==> src/rtl/assert_macros.svh <==
// Assertion helpers shared by the RTL modules.
// Expects i_clk and i_rst_n in the including module.
`ifndef ASSERT_MACROS_SVH
`define ASSERT_MACROS_SVH

// Same-cycle implication, disabled during reset.
`define ASSERT_IMP(lbl, ante, cons, msg) \
    lbl: assert property (@(posedge i_clk) disable iff (!i_rst_n) (ante) |-> (cons)) \
        else $error(msg);

// Next-cycle implication, disabled during reset.
`define ASSERT_NXT(lbl, ante, cons, msg) \
    lbl: assert property (@(posedge i_clk) disable iff (!i_rst_n) (ante) |=> (cons)) \
        else $error(msg);

`endif

==> src/rtl/bba_pkg.sv <==
// Package for the buddy allocator: sequencer states, datapath ops,
// control/status structs, status codes and the order helper. No dependencies.
`default_nettype none

package bba_pkg;

    localparam int ORD_W = 4;
    localparam logic [13:0] MAX_PAGES = 14'h3F00;

    localparam logic [1:0] STS_OK     = 2'd0;
    localparam logic [1:0] STS_NOSPC  = 2'd1;
    localparam logic [1:0] STS_BADCNT = 2'd2;

    typedef enum logic [3:0] {
        S_CLEAR,
        S_IDLE,
        S_DECODE,
        S_TO_RD,
        S_TO_EV,
        S_SPLIT_CHK,
        S_PUT,
        S_MG_CHK,
        S_MG_EV,
        S_FINISH
    } t_state;

    typedef enum logic [3:0] {
        OP_NOP,
        OP_CLR,
        OP_LOAD,
        OP_DECODE,
        OP_TO_RD,
        OP_TO_EV,
        OP_SPLIT,
        OP_PUT,
        OP_MG_RD,
        OP_MG_TAKE,
        OP_FREE_SET,
        OP_RESULT
    } t_op;

    typedef struct packed {
        t_op op;
    } t_cmd;

    typedef struct packed {
        logic kind;
        logic dec_fail;
        logic more;
        logic at_top;
        logic merge_ok;
        logic clr_done;
        logic out_free;
    } t_stat;

    // ceil(log2(ceil(pages/4))), valid for 1..MAX_PAGES
    function automatic logic [ORD_W-1:0] ceil_order(input logic [13:0] pages);
        logic [14:0] sum;
        logic [11:0] chunks;
        logic [11:0] cm1;
        logic [ORD_W-1:0] o;
        sum    = 15'(pages) + 15'd3;
        chunks = sum[13:2];
        cm1    = chunks - 12'd1;
        o      = '0;
        for (int i = 0; i < 12; i++) begin
            if (cm1[i]) begin
                o = ORD_W'(i + 1);
            end
        end
        return o;
    endfunction

endpackage

`default_nettype wire

==> src/rtl/bba_ctrl.sv <==
// Sequencer of the buddy allocator: walks clear, decode, unlink, split,
// merge and insert steps. Depends on bba_pkg.
`default_nettype none

module bba_ctrl import bba_pkg::*; (
    input  wire logic  i_clk,
    input  wire logic  i_rst_n,
    input  wire logic  i_s_tvalid,
    output logic       o_s_tready,
    input  wire t_stat i_stat,
    output t_cmd       o_cmd
);

    t_state r_state, n_state;
    t_state r_ret, n_ret;

    always_ff @(posedge i_clk) begin
        if (!i_rst_n) begin
            r_state <= S_CLEAR;
            r_ret   <= S_IDLE;
        end else begin
            r_state <= n_state;
            r_ret   <= n_ret;
        end
    end

    // next state
    always_comb begin
        n_state = r_state;
        n_ret   = r_ret;
        case (r_state)
            S_CLEAR: begin
                if (i_stat.clr_done) n_state = S_IDLE;
            end
            S_IDLE: begin
                if (i_s_tvalid) n_state = S_DECODE;
            end
            S_DECODE: begin
                if (i_stat.dec_fail) begin
                    n_state = S_FINISH;
                end else begin
                    n_state = S_TO_RD;
                    n_ret   = i_stat.kind ? S_MG_CHK : S_SPLIT_CHK;
                end
            end
            S_TO_RD: n_state = S_TO_EV;
            S_TO_EV: n_state = r_ret;
            S_SPLIT_CHK: begin
                if (i_stat.more) begin
                    n_state = S_TO_RD;
                    n_ret   = S_PUT;
                end else begin
                    n_state = S_FINISH;
                end
            end
            S_PUT: n_state = i_stat.kind ? S_FINISH : S_SPLIT_CHK;
            S_MG_CHK: begin
                if (i_stat.at_top) begin
                    n_state = S_TO_RD;
                    n_ret   = S_PUT;
                end else begin
                    n_state = S_MG_EV;
                end
            end
            S_MG_EV: begin
                n_state = S_TO_RD;
                n_ret   = i_stat.merge_ok ? S_MG_CHK : S_PUT;
            end
            S_FINISH: begin
                if (i_stat.out_free) n_state = S_IDLE;
            end
            default: n_state = S_CLEAR;
        endcase
    end

    // outputs
    always_comb begin
        o_cmd.op   = OP_NOP;
        o_s_tready = 1'b0;
        case (r_state)
            S_CLEAR:  o_cmd.op = OP_CLR;
            S_IDLE: begin
                o_s_tready = 1'b1;
                if (i_s_tvalid) o_cmd.op = OP_LOAD;
            end
            S_DECODE: o_cmd.op = OP_DECODE;
            S_TO_RD:  o_cmd.op = OP_TO_RD;
            S_TO_EV:  o_cmd.op = OP_TO_EV;
            S_SPLIT_CHK: begin
                if (i_stat.more) o_cmd.op = OP_SPLIT;
            end
            S_PUT:    o_cmd.op = OP_PUT;
            S_MG_CHK: o_cmd.op = i_stat.at_top ? OP_FREE_SET : OP_MG_RD;
            S_MG_EV:  o_cmd.op = i_stat.merge_ok ? OP_MG_TAKE : OP_FREE_SET;
            S_FINISH: begin
                if (i_stat.out_free) o_cmd.op = OP_RESULT;
            end
            default:  o_cmd.op = OP_NOP;
        endcase
    end

endmodule

`default_nettype wire

==> config.mk <==
export PLATFORM = sky130hd
export DESIGN_NAME = bba_ctrl
export DESIGN_NICKNAME = d
export VERILOG_FILES = /design/src/rtl/assert_macros.svh /design/src/rtl/bba_pkg.sv /design/src/rtl/bba_ctrl.sv
export SDC_FILE = /design/constraint.sdc
export NUM_CORES = 1
export LEC_CHECK = 0
export BUFFER_PORTS_ARGS = -buffer_cell sky130_fd_sc_hd__buf_2
export CORE_AREA = 2 2 39 41
export CTS_CLUSTER_SIZE = 20
export DETAILED_ROUTE_END_ITERATION = 8
export DIE_AREA = 0 0 41 43
export HOLD_SLACK_MARGIN = 0.08
export PLACE_DENSITY = 0.68
export SETUP_SLACK_MARGIN = 0.1
export SYNTH_ARGS = -nofsm -noshare
export SYNTH_HDL_FRONTEND = slang
export SYNTH_SLANG_ARGS = --single-unit
==> constraint.sdc <==
create_clock -name i_clk -period 1.6 [get_ports i_clk]
set_clock_uncertainty 0.05 [all_clocks]
set_input_delay 0.32 -clock i_clk [delete_from_list [all_inputs] [get_ports i_clk]]
set_output_delay 0.32 -clock i_clk [all_outputs]
set_load 0.1 [all_outputs]
==> results of run 1 <==
## cells in the final DEF (no fill, tap or decap), types with 3 or more instances in the layout
cell	count
dfxtp_4	4
dfxtp_1	3
buf_2	9
buf_12	6
inv_1	5
buf_4	27
clkbuf_4	3
nand2_1	3
buf_6	4
## where the power goes
| group | leakage [nW] | internal, W | switching, W |
|---|---|---|---|
| logic | 0.440 | 0.000405 | 0.000466 |
| clock network | 0.0150 | 0.0000955 | 0.0000692 |
| registers | 0.0599 | 0.000198 | 0.0000303 |
| total | 0.514 | 0.000699 | 0.000566 |
## sequential cells by signal, indices dropped and copies added, names as in the netlist
signal	count
r_ret	3
r_state	4
## cell families after synthesis
logic type      share of synthesized area (%)
compound gates                          31.97
buf+inv                                 9.934
flops                                   24.19
mux                                     5.184
simple gates                            28.73
## per-layer routing
layer / vias up / routed length [µm]
li1: 367 / -
met1: 375 / 1030
met2: 59 / 1339
met3: 18 / 175
met4: 0 / 119
met5: - / 0
## critical path: stages, from the launching register on
cell and delay [ps]:
dfxtp_4 360, nor2_2 180, nand2_1 120, o31a_1 290, o21ai_4 80, buf_12 190
## metrics by stage
step	hold slack, ps	TNS (ps)	util (%)	power [W]
3_3_place_gp	391.9	-34.95	67.81	0.0008789
2_1_floorplan	376.0	-994.2	-	0.0006910
6_report	312.1	-969.9	89.06	0.001265
4_1_cts	310.9	-665.3	81.10	0.001148
5_1_grt	323.0	-1329	89.06	0.001313
3_5_place_dp	393.2	-122.9	67.81	0.0008848
## path summary, 6_finish.rpt
| check | start | end | slack, ps | cells past startpoint |
|---|---|---|---|---|
| worst max-delay path | r_state[2] | o_cmd[1] | -240 | 5 |
| worst min-delay path | i_rst_n | r_ret[0] | 310 | 2 |
| worst max register to register | r_state[1] | r_ret[1] | -60 | 7 |
| worst min register to register | r_ret[2] | r_ret[2] | 430 | 2 |
## what timing repair did
action	CTS	global route
buffers inserted	10	7
setup endpoints to repair	9	10
pin swaps	5	7
gates resized for setup	21	12
## area by class of cell
cell class,instances,area [µm²]
clock buffer,4,26.28
fill,69,151.4
inverter,6,22.52
multi-input combinational,54,580.6
sequential,7,155.1
tap,16,20.02
timing repair buffer,47,427.9
==> flow_summary.json, run 1 <==
{
  "status": "complete, but fails checks",
  "violations": "negative setup slack",
  "fmax_ghz": 0.5431,
  "relSlewSlack_pct": 79.68,
  "wirelength_um": 2665,
  "grt_overflow": 0,
  "drtIter0Drc": 35,
  "min_period_over_period_pct": 115.1,
  "timing_hold_violations_final": 0,
  "drt_drc_violations_left": 0,
  "irDropWorstVdd_v": 0.0008276,
  "critPathCaptureType": "primary output",
  "fin_nets": 129,
  "max_cap_viol_count": 0,
  "grt_busiest_layer": "met2",
  "rsz0062_at_grt": "true",
  "postCtsHoldBufs": 0,
  "setup_slack_ps": -241.4,
  "clk_path_buf_depth": 2,
  "via_per_inst": 6.112,
  "grt_pass1_wl_um": 3353,
  "synth-edff-count": 0,
  "drive_gt1_share_pct": 69.49,
  "leakagePower_nw": 0.5144,
  "root_buffer": "clkbuf_4",
  "min_period_ps": 1841,
  "dieHeight_um": 43,
  "async_flop_share_pct": 0,
  "critPathArrivalTime_ps": 1470,
  "max_slew.worst_pin.slew_ps": 303.5,
  "synthTopCellsByArea": "dfxtp_1, mux2i_1, nor4b_2",
  "place_area_um2": 938.4,
  "seq_area_frac_synth_pct": 24.19,
  "syn_to_final_growth_pct": 112.7,
  "die-area_um2": 1763,
  "worstSetupPathType": "flop to primary output",
  "grt_usage_pct": 28.30,
  "synthFlopType": "dfxtp_1",
  "dp_hpwl_um": 1324,
  "finalSetupViolCount": 9,
  "cts_tree": "built",
  "grt_max_degree": 8,
  "synth_most_common_cell": "dfxtp_1",
  "ys_types": 32,
  "met3_usage_pct": 2.094,
  "synthTopCellsByCount": "dfxtp_1, inv_1, nor2_1",
  "numCtsBuffers": 3,
  "vias": 819,
  "ys_ff_latch": 7,
  "grt_pass1_vias": 709,
  "die_x_um": 41,
  "antenna_found_initial": 0,
  "clock_latency_ps": 260,
  "synth_area_leader_cell": "dfxtp_1",
  "required_ps": 1230,
  "fp-row-count": 14,
  "synth_nets": 83,
  "drv_slew": 0,
  "hp-class": "input pin to flop",
  "cts.sinks": 7,
  "core_area_um2": 1384,
  "synth_top_area_share_pct": 24.19,
  "netlist_instances": 73,
  "power.density_cell_area_nw_per_um2": 1026,
  "fin_area_um2": 1232,
  "synth_area_per_cell_um2": 7.936,
  "place_ws_ps": -40.62,
  "initial_core_util_pct": 41.86,
  "synth_area_um2": 579.3,
  "htreeDepth": 1,
  "cp_max_fo": 6,
  "placed_cells": 113,
  "clk_pin_slew_ps": 60,
  "grt_use_met2_pct": 43.44,
  "ios": 15,
  "finalNonFillerCells": 134,
  "numPortBuffers": 14,
  "drtAntennaViolNets": 0,
  "grt_use_met1_pct": 37.34,
  "wl_per_cell_um": 19.89,
  "startpoint_type": "flop",
  "gp_congestion": 0.8161,
  "yosys_warnings": 0,
  "first_pass_iters": 4,
  "n_antenna_cell": 0
}
No activity file was read; power rests on OpenSTA's default activity.
==> run 2: changes to the inputs <==
GPL_TIMING_DRIVEN = 0   (was not set)
SKIP_CTS_REPAIR_TIMING = 1   (was not set)
==> run 2 against run 1 <==
Against the previous run:
- the flow still finishes with violations (negative setup slack)
- wire length is 24% lower
- flip-flop and latch count stayed put
- register-to-register slack improved by 50 ps
- sequential share of layout area up 0.55 points
- final area fell by 7.3%
- first-iteration DRC count down 57%
- combinational power is 14% lower
- sequential power is 7% lower
- clock-buffer cell count did not move
- critical path type unchanged
- critical endpoint unchanged
- largest cell class unchanged
==> flow_summary.json, run 2 (synthesis gave the netlist of run 1 again) <==
{
  "status": "complete, but fails checks",
  "violations": "negative setup slack",
  "max_slew.worst_pin.slew_ps": 327.0,
  "fin_nets": 120,
  "critPathArrivalTime_ps": 1560,
  "cp_max_fo": 4,
  "core_area_um2": 1384,
  "seqPwrFrac_pct": 19.2,
  "cts_tree": "built",
  "finalNonFillerCells": 125,
  "syn_to_final_growth_pct": 97.19,
  "timing_hold_violations_final": 0,
  "rr_startpoint": "r_state[3]",
  "p_int_w": 0.0006210,
  "cts.sinks": 7,
  "rr_endpoint": "r_state[0]",
  "vias": 700,
  "relSlewSlack_pct": 78.07,
  "setup_slack_ps": -334.8,
  "min_path_cells": 2,
  "grt_max_degree": 11,
  "clk_pin_slew_ps": 50,
  "finalSetupViolCount": 6,
  "nFillCells": 75,
  "drtAntennaViolNets": 0,
  "min_from": "i_rst_n",
  "fmax_ghz": 0.5168,
  "drtIter0Drc": 15,
  "clkPwrFrac_pct": 13.6,
  "dieHeight_um": 43,
  "drt_drc_violations_left": 0,
  "root_buffer": "clkbuf_4",
  "grt_usage_pct": 19.23,
  "initial_core_util_pct": 41.86,
  "dp_hpwl_um": 1144,
  "max_stage_delay_ps": 370,
  "min_period_ps": 1935,
  "reg2reg_depth": 6,
  "largest-register": "r_state",
  "die-area_um2": 1763,
  "hold_end": "r_state[0]",
  "grt_pass1_vias": 532,
  "grt_pass1_wl_um": 2346,
  "place_area_um2": 812.0,
  "leakagePower_nw": 0.4710,
  "wl_per_cell_um": 16.21,
  "startpoint_type": "flop",
  "min_period_over_period_pct": 120.9,
  "fp-row-count": 14,
  "antenna_found_initial": 0,
  "path_cells": "mux2i_1 -> nand2b_4 -> o31a_1 -> o21ai_4 -> buf_12",
  "tns_ps": -1123,
  "first_pass_iters": 4,
  "worstSetupPathType": "flop to primary output",
  "final_common_cell": "buf_4",
  "power.density_cell_area_nw_per_um2": 975.4,
  "wirelength_um": 2026,
  "via_per_inst": 5.600,
  "placed_cells": 103,
  "required_ps": 1230,
  "irDropWorstVdd_v": 0.0006969,
  "fin_area_um2": 1142,
  "htreeDepth": 1,
  "combPwrFrac_pct": 67.2,
  "switching_share_pct": 44.27,
  "max_cap_viol_count": 0,
  "largest_reg_flops": 4,
  "clock_latency_ps": 240,
  "slowest_stage": "dfxtp_4",
  "ff2ff_setup_slack_ps": -10,
  "drv_slew": 0,
  "place_ws_ps": -366.5,
  "numCtsBuffers": 3,
  "ios": 15,
  "hp-class": "input pin to flop",
  "n_antenna_cell": 0,
  "clk_path_buf_depth": 2,
  "rsz0062_at_grt": "true",
  "drive_gt1_share_pct": 58.72,
  "gp_congestion": 0.8080,
  "die_x_um": 41,
  "numPortBuffers": 14,
  "whs_ps": 317.9,
  "grt_overflow": 0,
  "reg.largest.list": "r_state (4), r_ret (3)",
  "switching_power_w": 0.0004933,
  "critPathCaptureType": "primary output",
  "final_cell_mix": "buf_4, buf_2, buf_12, inv_1, buf_6"
}
[run 2: cell count changes in the layout (fill, tap and decap cells not counted), sizes merged]
cell    before  now
buf         47   37
clkbuf       4    5
[run 2: per-layer routing]
layer / global-route usage (%) / vias up / routed length [µm]
met4: 10.00 / 0 / 12
met1: 26.62 / 330 / 910
met3: 1.571 / 2 / 79
li1: - / 348 / -
met5: 0 / - / 0
met2: 28.44 / 20 / 1024
[run 2: cell type report]
cell class / count / area [µm²] / share of cell area (%)
well taps: 16 / 20.02 / 1.752
clock buffers: 4 / 26.28 / 2.300
repair buffers: 32 / 299.0 / 26.18
multi-input cells: 54 / 518.0 / 45.34
inverters: 6 / 22.52 / 1.972
flip-flops and latches: 7 / 150.1 / 13.14
plain buffers: 6 / 106.4 / 9.310
[run 2: worst max path at each step]
| stage | start | endpoint | slack [ps] |
|---|---|---|---|
| 6_report | r_state[1] | o_cmd[1] | -330 |
| 4_1_cts | r_state[2] | o_cmd[1] | -630 |
| 3_5_place_dp | r_state[2] | o_cmd[1] | -370 |
| 3_3_place_gp | r_state[2] | o_cmd[1] | -350 |
| 5_1_grt | r_state[2] | o_cmd[1] | -360 |
| 2_1_floorplan | r_state[0] | o_cmd[0] | -320 |
[run 2: through the flow]
| step | utilization, % | power [W] |
|---|---|---|
| finish | 82.55 | 0.001114 |
| detailed placement | 58.68 | 0.0007668 |
| global placement | 58.68 | 0.0007669 |
| CTS | 60.58 | 0.0009229 |
| global route | 82.55 | 0.001168 |
| floorplan | - | 0.0006910 |
[run 2: power groups by stage]
stage / Combinational (W) / Sequential, W / Clock, W
finish: 0.000749 / 0.000214 / 0.000151
global route: 0.000779 / 0.000216 / 0.000173
CTS: 0.000552 / 0.000213 / 0.000158
detailed placement: 0.000551 / 0.000216 / 0
global placement: 0.000551 / 0.000216 / 0
floorplan: 0.000478 / 0.000213 / 0
[run 2: worst max-delay path, delay by kind of cell, from the launching register on]
family / cells / cell delay [ps]
AO/OA/AOI/OAI: 2 / 270
buffers and inverters: 1 / 170
flip-flops: 1 / 370
multiplexers: 1 / 310
AND/OR/NAND/NOR: 1 / 200
==> run 3: changes to the inputs <==
PLACE_DENSITY = 0.7   (was 0.68)
clock period = 1.59 ns   (was 1.6 ns; I/O delays follow)
==> run 3 against run 2 <==
Against the previous run:
- the flow still finishes with violations (negative setup slack)
- clock power up 5%
- combinational power rose by 0.7%
- utilization down 5.1 points
- first-iteration DRC count fell by 20%
- wire length down 7.5%
- non-clock buffer count fell by 3
- die area did not move
- sequential power grew 2%
- flip-flop and latch count did not move
- hold slack lost 7.7 ps
- critical path depth rose by 1
- sequential share of layout area up 0.74 points
- critical path type unchanged
==> flow_summary.json, run 3 (synthesis gave the netlist of run 1 again) <==
{
  "status": "complete, but fails checks",
  "violations": "negative setup slack",
  "irDropWorstVdd_v": 0.0006928,
  "drv_slew": 0,
  "drtIter0Drc": 12,
  "die_x_um": 41,
  "numPortBuffers": 14,
  "ios": 15,
  "grt_pass1_wl_um": 2352,
  "via_per_inst": 5.795,
  "wl_met1_um": 797,
  "reg.largest.list": "r_state (4), r_ret (3)",
  "p_int_w": 0.0006310,
  "syn_to_final_growth_pct": 85.10,
  "root_buffer": "clkbuf_4",
  "grt_usage_pct": 20.14,
  "wl_per_cell_um": 15.36,
  "drive_gt1_share_pct": 55.66,
  "cts_tree": "built",
  "largest-register": "r_state",
  "critPathCaptureType": "primary output",
  "drtAntennaViolNets": 0,
  "cts.sinks": 7,
  "cp_max_fo": 8,
  "power.total_w": 0.001131,
  "grt_max_degree": 11,
  "switching_share_pct": 44.22,
  "fmax_ghz": 0.5102,
  "core_area_um2": 1384,
  "power.density_cell_area_nw_per_um2": 1055,
  "setup_slack_ps": -370.2,
  "antenna_found_initial": 0,
  "worstSetupPathType": "flop to primary output",
  "clk_path_buf_depth": 2,
  "grt_overflow": 0,
  "rsz0062_at_grt": "true",
  "wl_met3_um": 75,
  "hp-class": "input pin to flop",
  "switching_power_w": 0.0005003,
  "min_period_over_period_pct": 123.3,
  "final_common_cell": "buf_4",
  "fin_nets": 117,
  "n_antenna_cell": 0,
  "clk_pin_slew_ps": 50,
  "gp_congestion": 0.8544,
  "die-area_um2": 1763,
  "max_stage_delay_ps": 360,
  "clkPwrFrac_pct": 14.1,
  "slowest_stage": "dfxtp_4",
  "dieHeight_um": 43,
  "clock_latency_ps": 250,
  "vias": 707,
  "path_cells": "buf_8 -> nor2_4 -> nand2_2 -> o31a_1 -> o21ai_4 -> buf_12",
  "finalSetupViolCount": 7,
  "seqPwrFrac_pct": 19.3,
  "combPwrFrac_pct": 66.7,
  "startpoint_type": "flop",
  "place_area_um2": 812.0,
  "nFillCells": 94,
  "max_cap_viol_count": 0,
  "critPathArrivalTime_ps": 1590,
  "fin_area_um2": 1072,
  "relSlewSlack_pct": 65.75,
  "first_pass_iters": 4,
  "required_ps": 1220,
  "timing_hold_violations_final": 0,
  "wirelength_um": 1874,
  "largest_reg_flops": 4,
  "leakagePower_nw": 0.4353,
  "initial_core_util_pct": 41.86,
  "drt_drc_violations_left": 0,
  "dp_hpwl_um": 1151,
  "fp-row-count": 14,
  "top_layer_used": "met4",
  "htreeDepth": 1,
  "max_slew.worst_pin.slew_ps": 509.3,
  "min_period_ps": 1960,
  "grt_pass1_vias": 548,
  "route.met2.wl_um": 934,
  "final_cell_mix": "buf_4, buf_2, buf_12, inv_1",
  "numCtsBuffers": 3
}
==> run 3: changes by cell type in the layout (fill, tap and decap cells not counted), sizes merged <==
cell / delta
clkinvlp: +1
inv: -1
clkbuf: +2
buf: -5
==> run 3: layer usage <==
layer / global-route usage [%] / vias up
met5: 0 / -
met4: 14.00 / 0
met3: 3.665 / 6
met2: 28.75 / 18
met1: 25.97 / 340
li1: - / 343
==> run 3: layout make-up <==
class	instances	area, µm²	share of cell area, %
Inverter	6	26.28	2.450
Multi-Input combinational cell	54	500.5	46.67
Timing Repair Buffer	29	247.7	23.10
Buffer	6	102.6	9.568
Clock buffer	4	26.28	2.450
Tap cell	16	20.02	1.867
Sequential cell	7	148.9	13.89
==> run 3: stage by stage <==
stage	hold WS, ps	std cells	worst slack [ps]	TNS (ps)	utilization (%)
finish	310.2	122	-370.2	-1105	77.49
global route	330.8	122	-411.5	-1770	77.49
CTS	307.2	107	-640.9	-2375	60.58
detailed placement	399.9	103	-354.8	-959.6	58.68
global placement	388.8	103	-365.9	-989.6	58.68
floorplan	376.0	73	-332.7	-1031	-
==> run 3: path summary, 6_finish.rpt <==
path | startpoint | to | slack, ps | cells past startpoint
hold / removal | i_rst_n | r_state[0] | 310 | 2
setup reg to reg | r_state[3] | r_state[0] | -70 | 6
hold reg to reg | r_ret[2] | r_ret[2] | 400 | 2
setup / recovery | r_state[2] | o_cmd[1] | -370 | 6
==> run 3: power groups by stage <==
| stage | combinational, W | clock [W] | sequential [W] |
|---|---|---|---|
| finish | 0.000754 | 0.000159 | 0.000218 |
| global route | 0.000791 | 0.000176 | 0.000221 |
| CTS | 0.000556 | 0.000168 | 0.000214 |
| detailed placement | 0.000555 | 0 | 0.000217 |
| global placement | 0.000554 | 0 | 0.000217 |
| floorplan | 0.000481 | 0 | 0.000214 |
==> run 3: critical path, delay by kind of cell (launching register included) <==
kind	cells	cell delay, ps
buffers and inverters	2	330
DFF	1	360
and+or+nand+nor	2	210
AOI/OAI and AO/OA	2	440
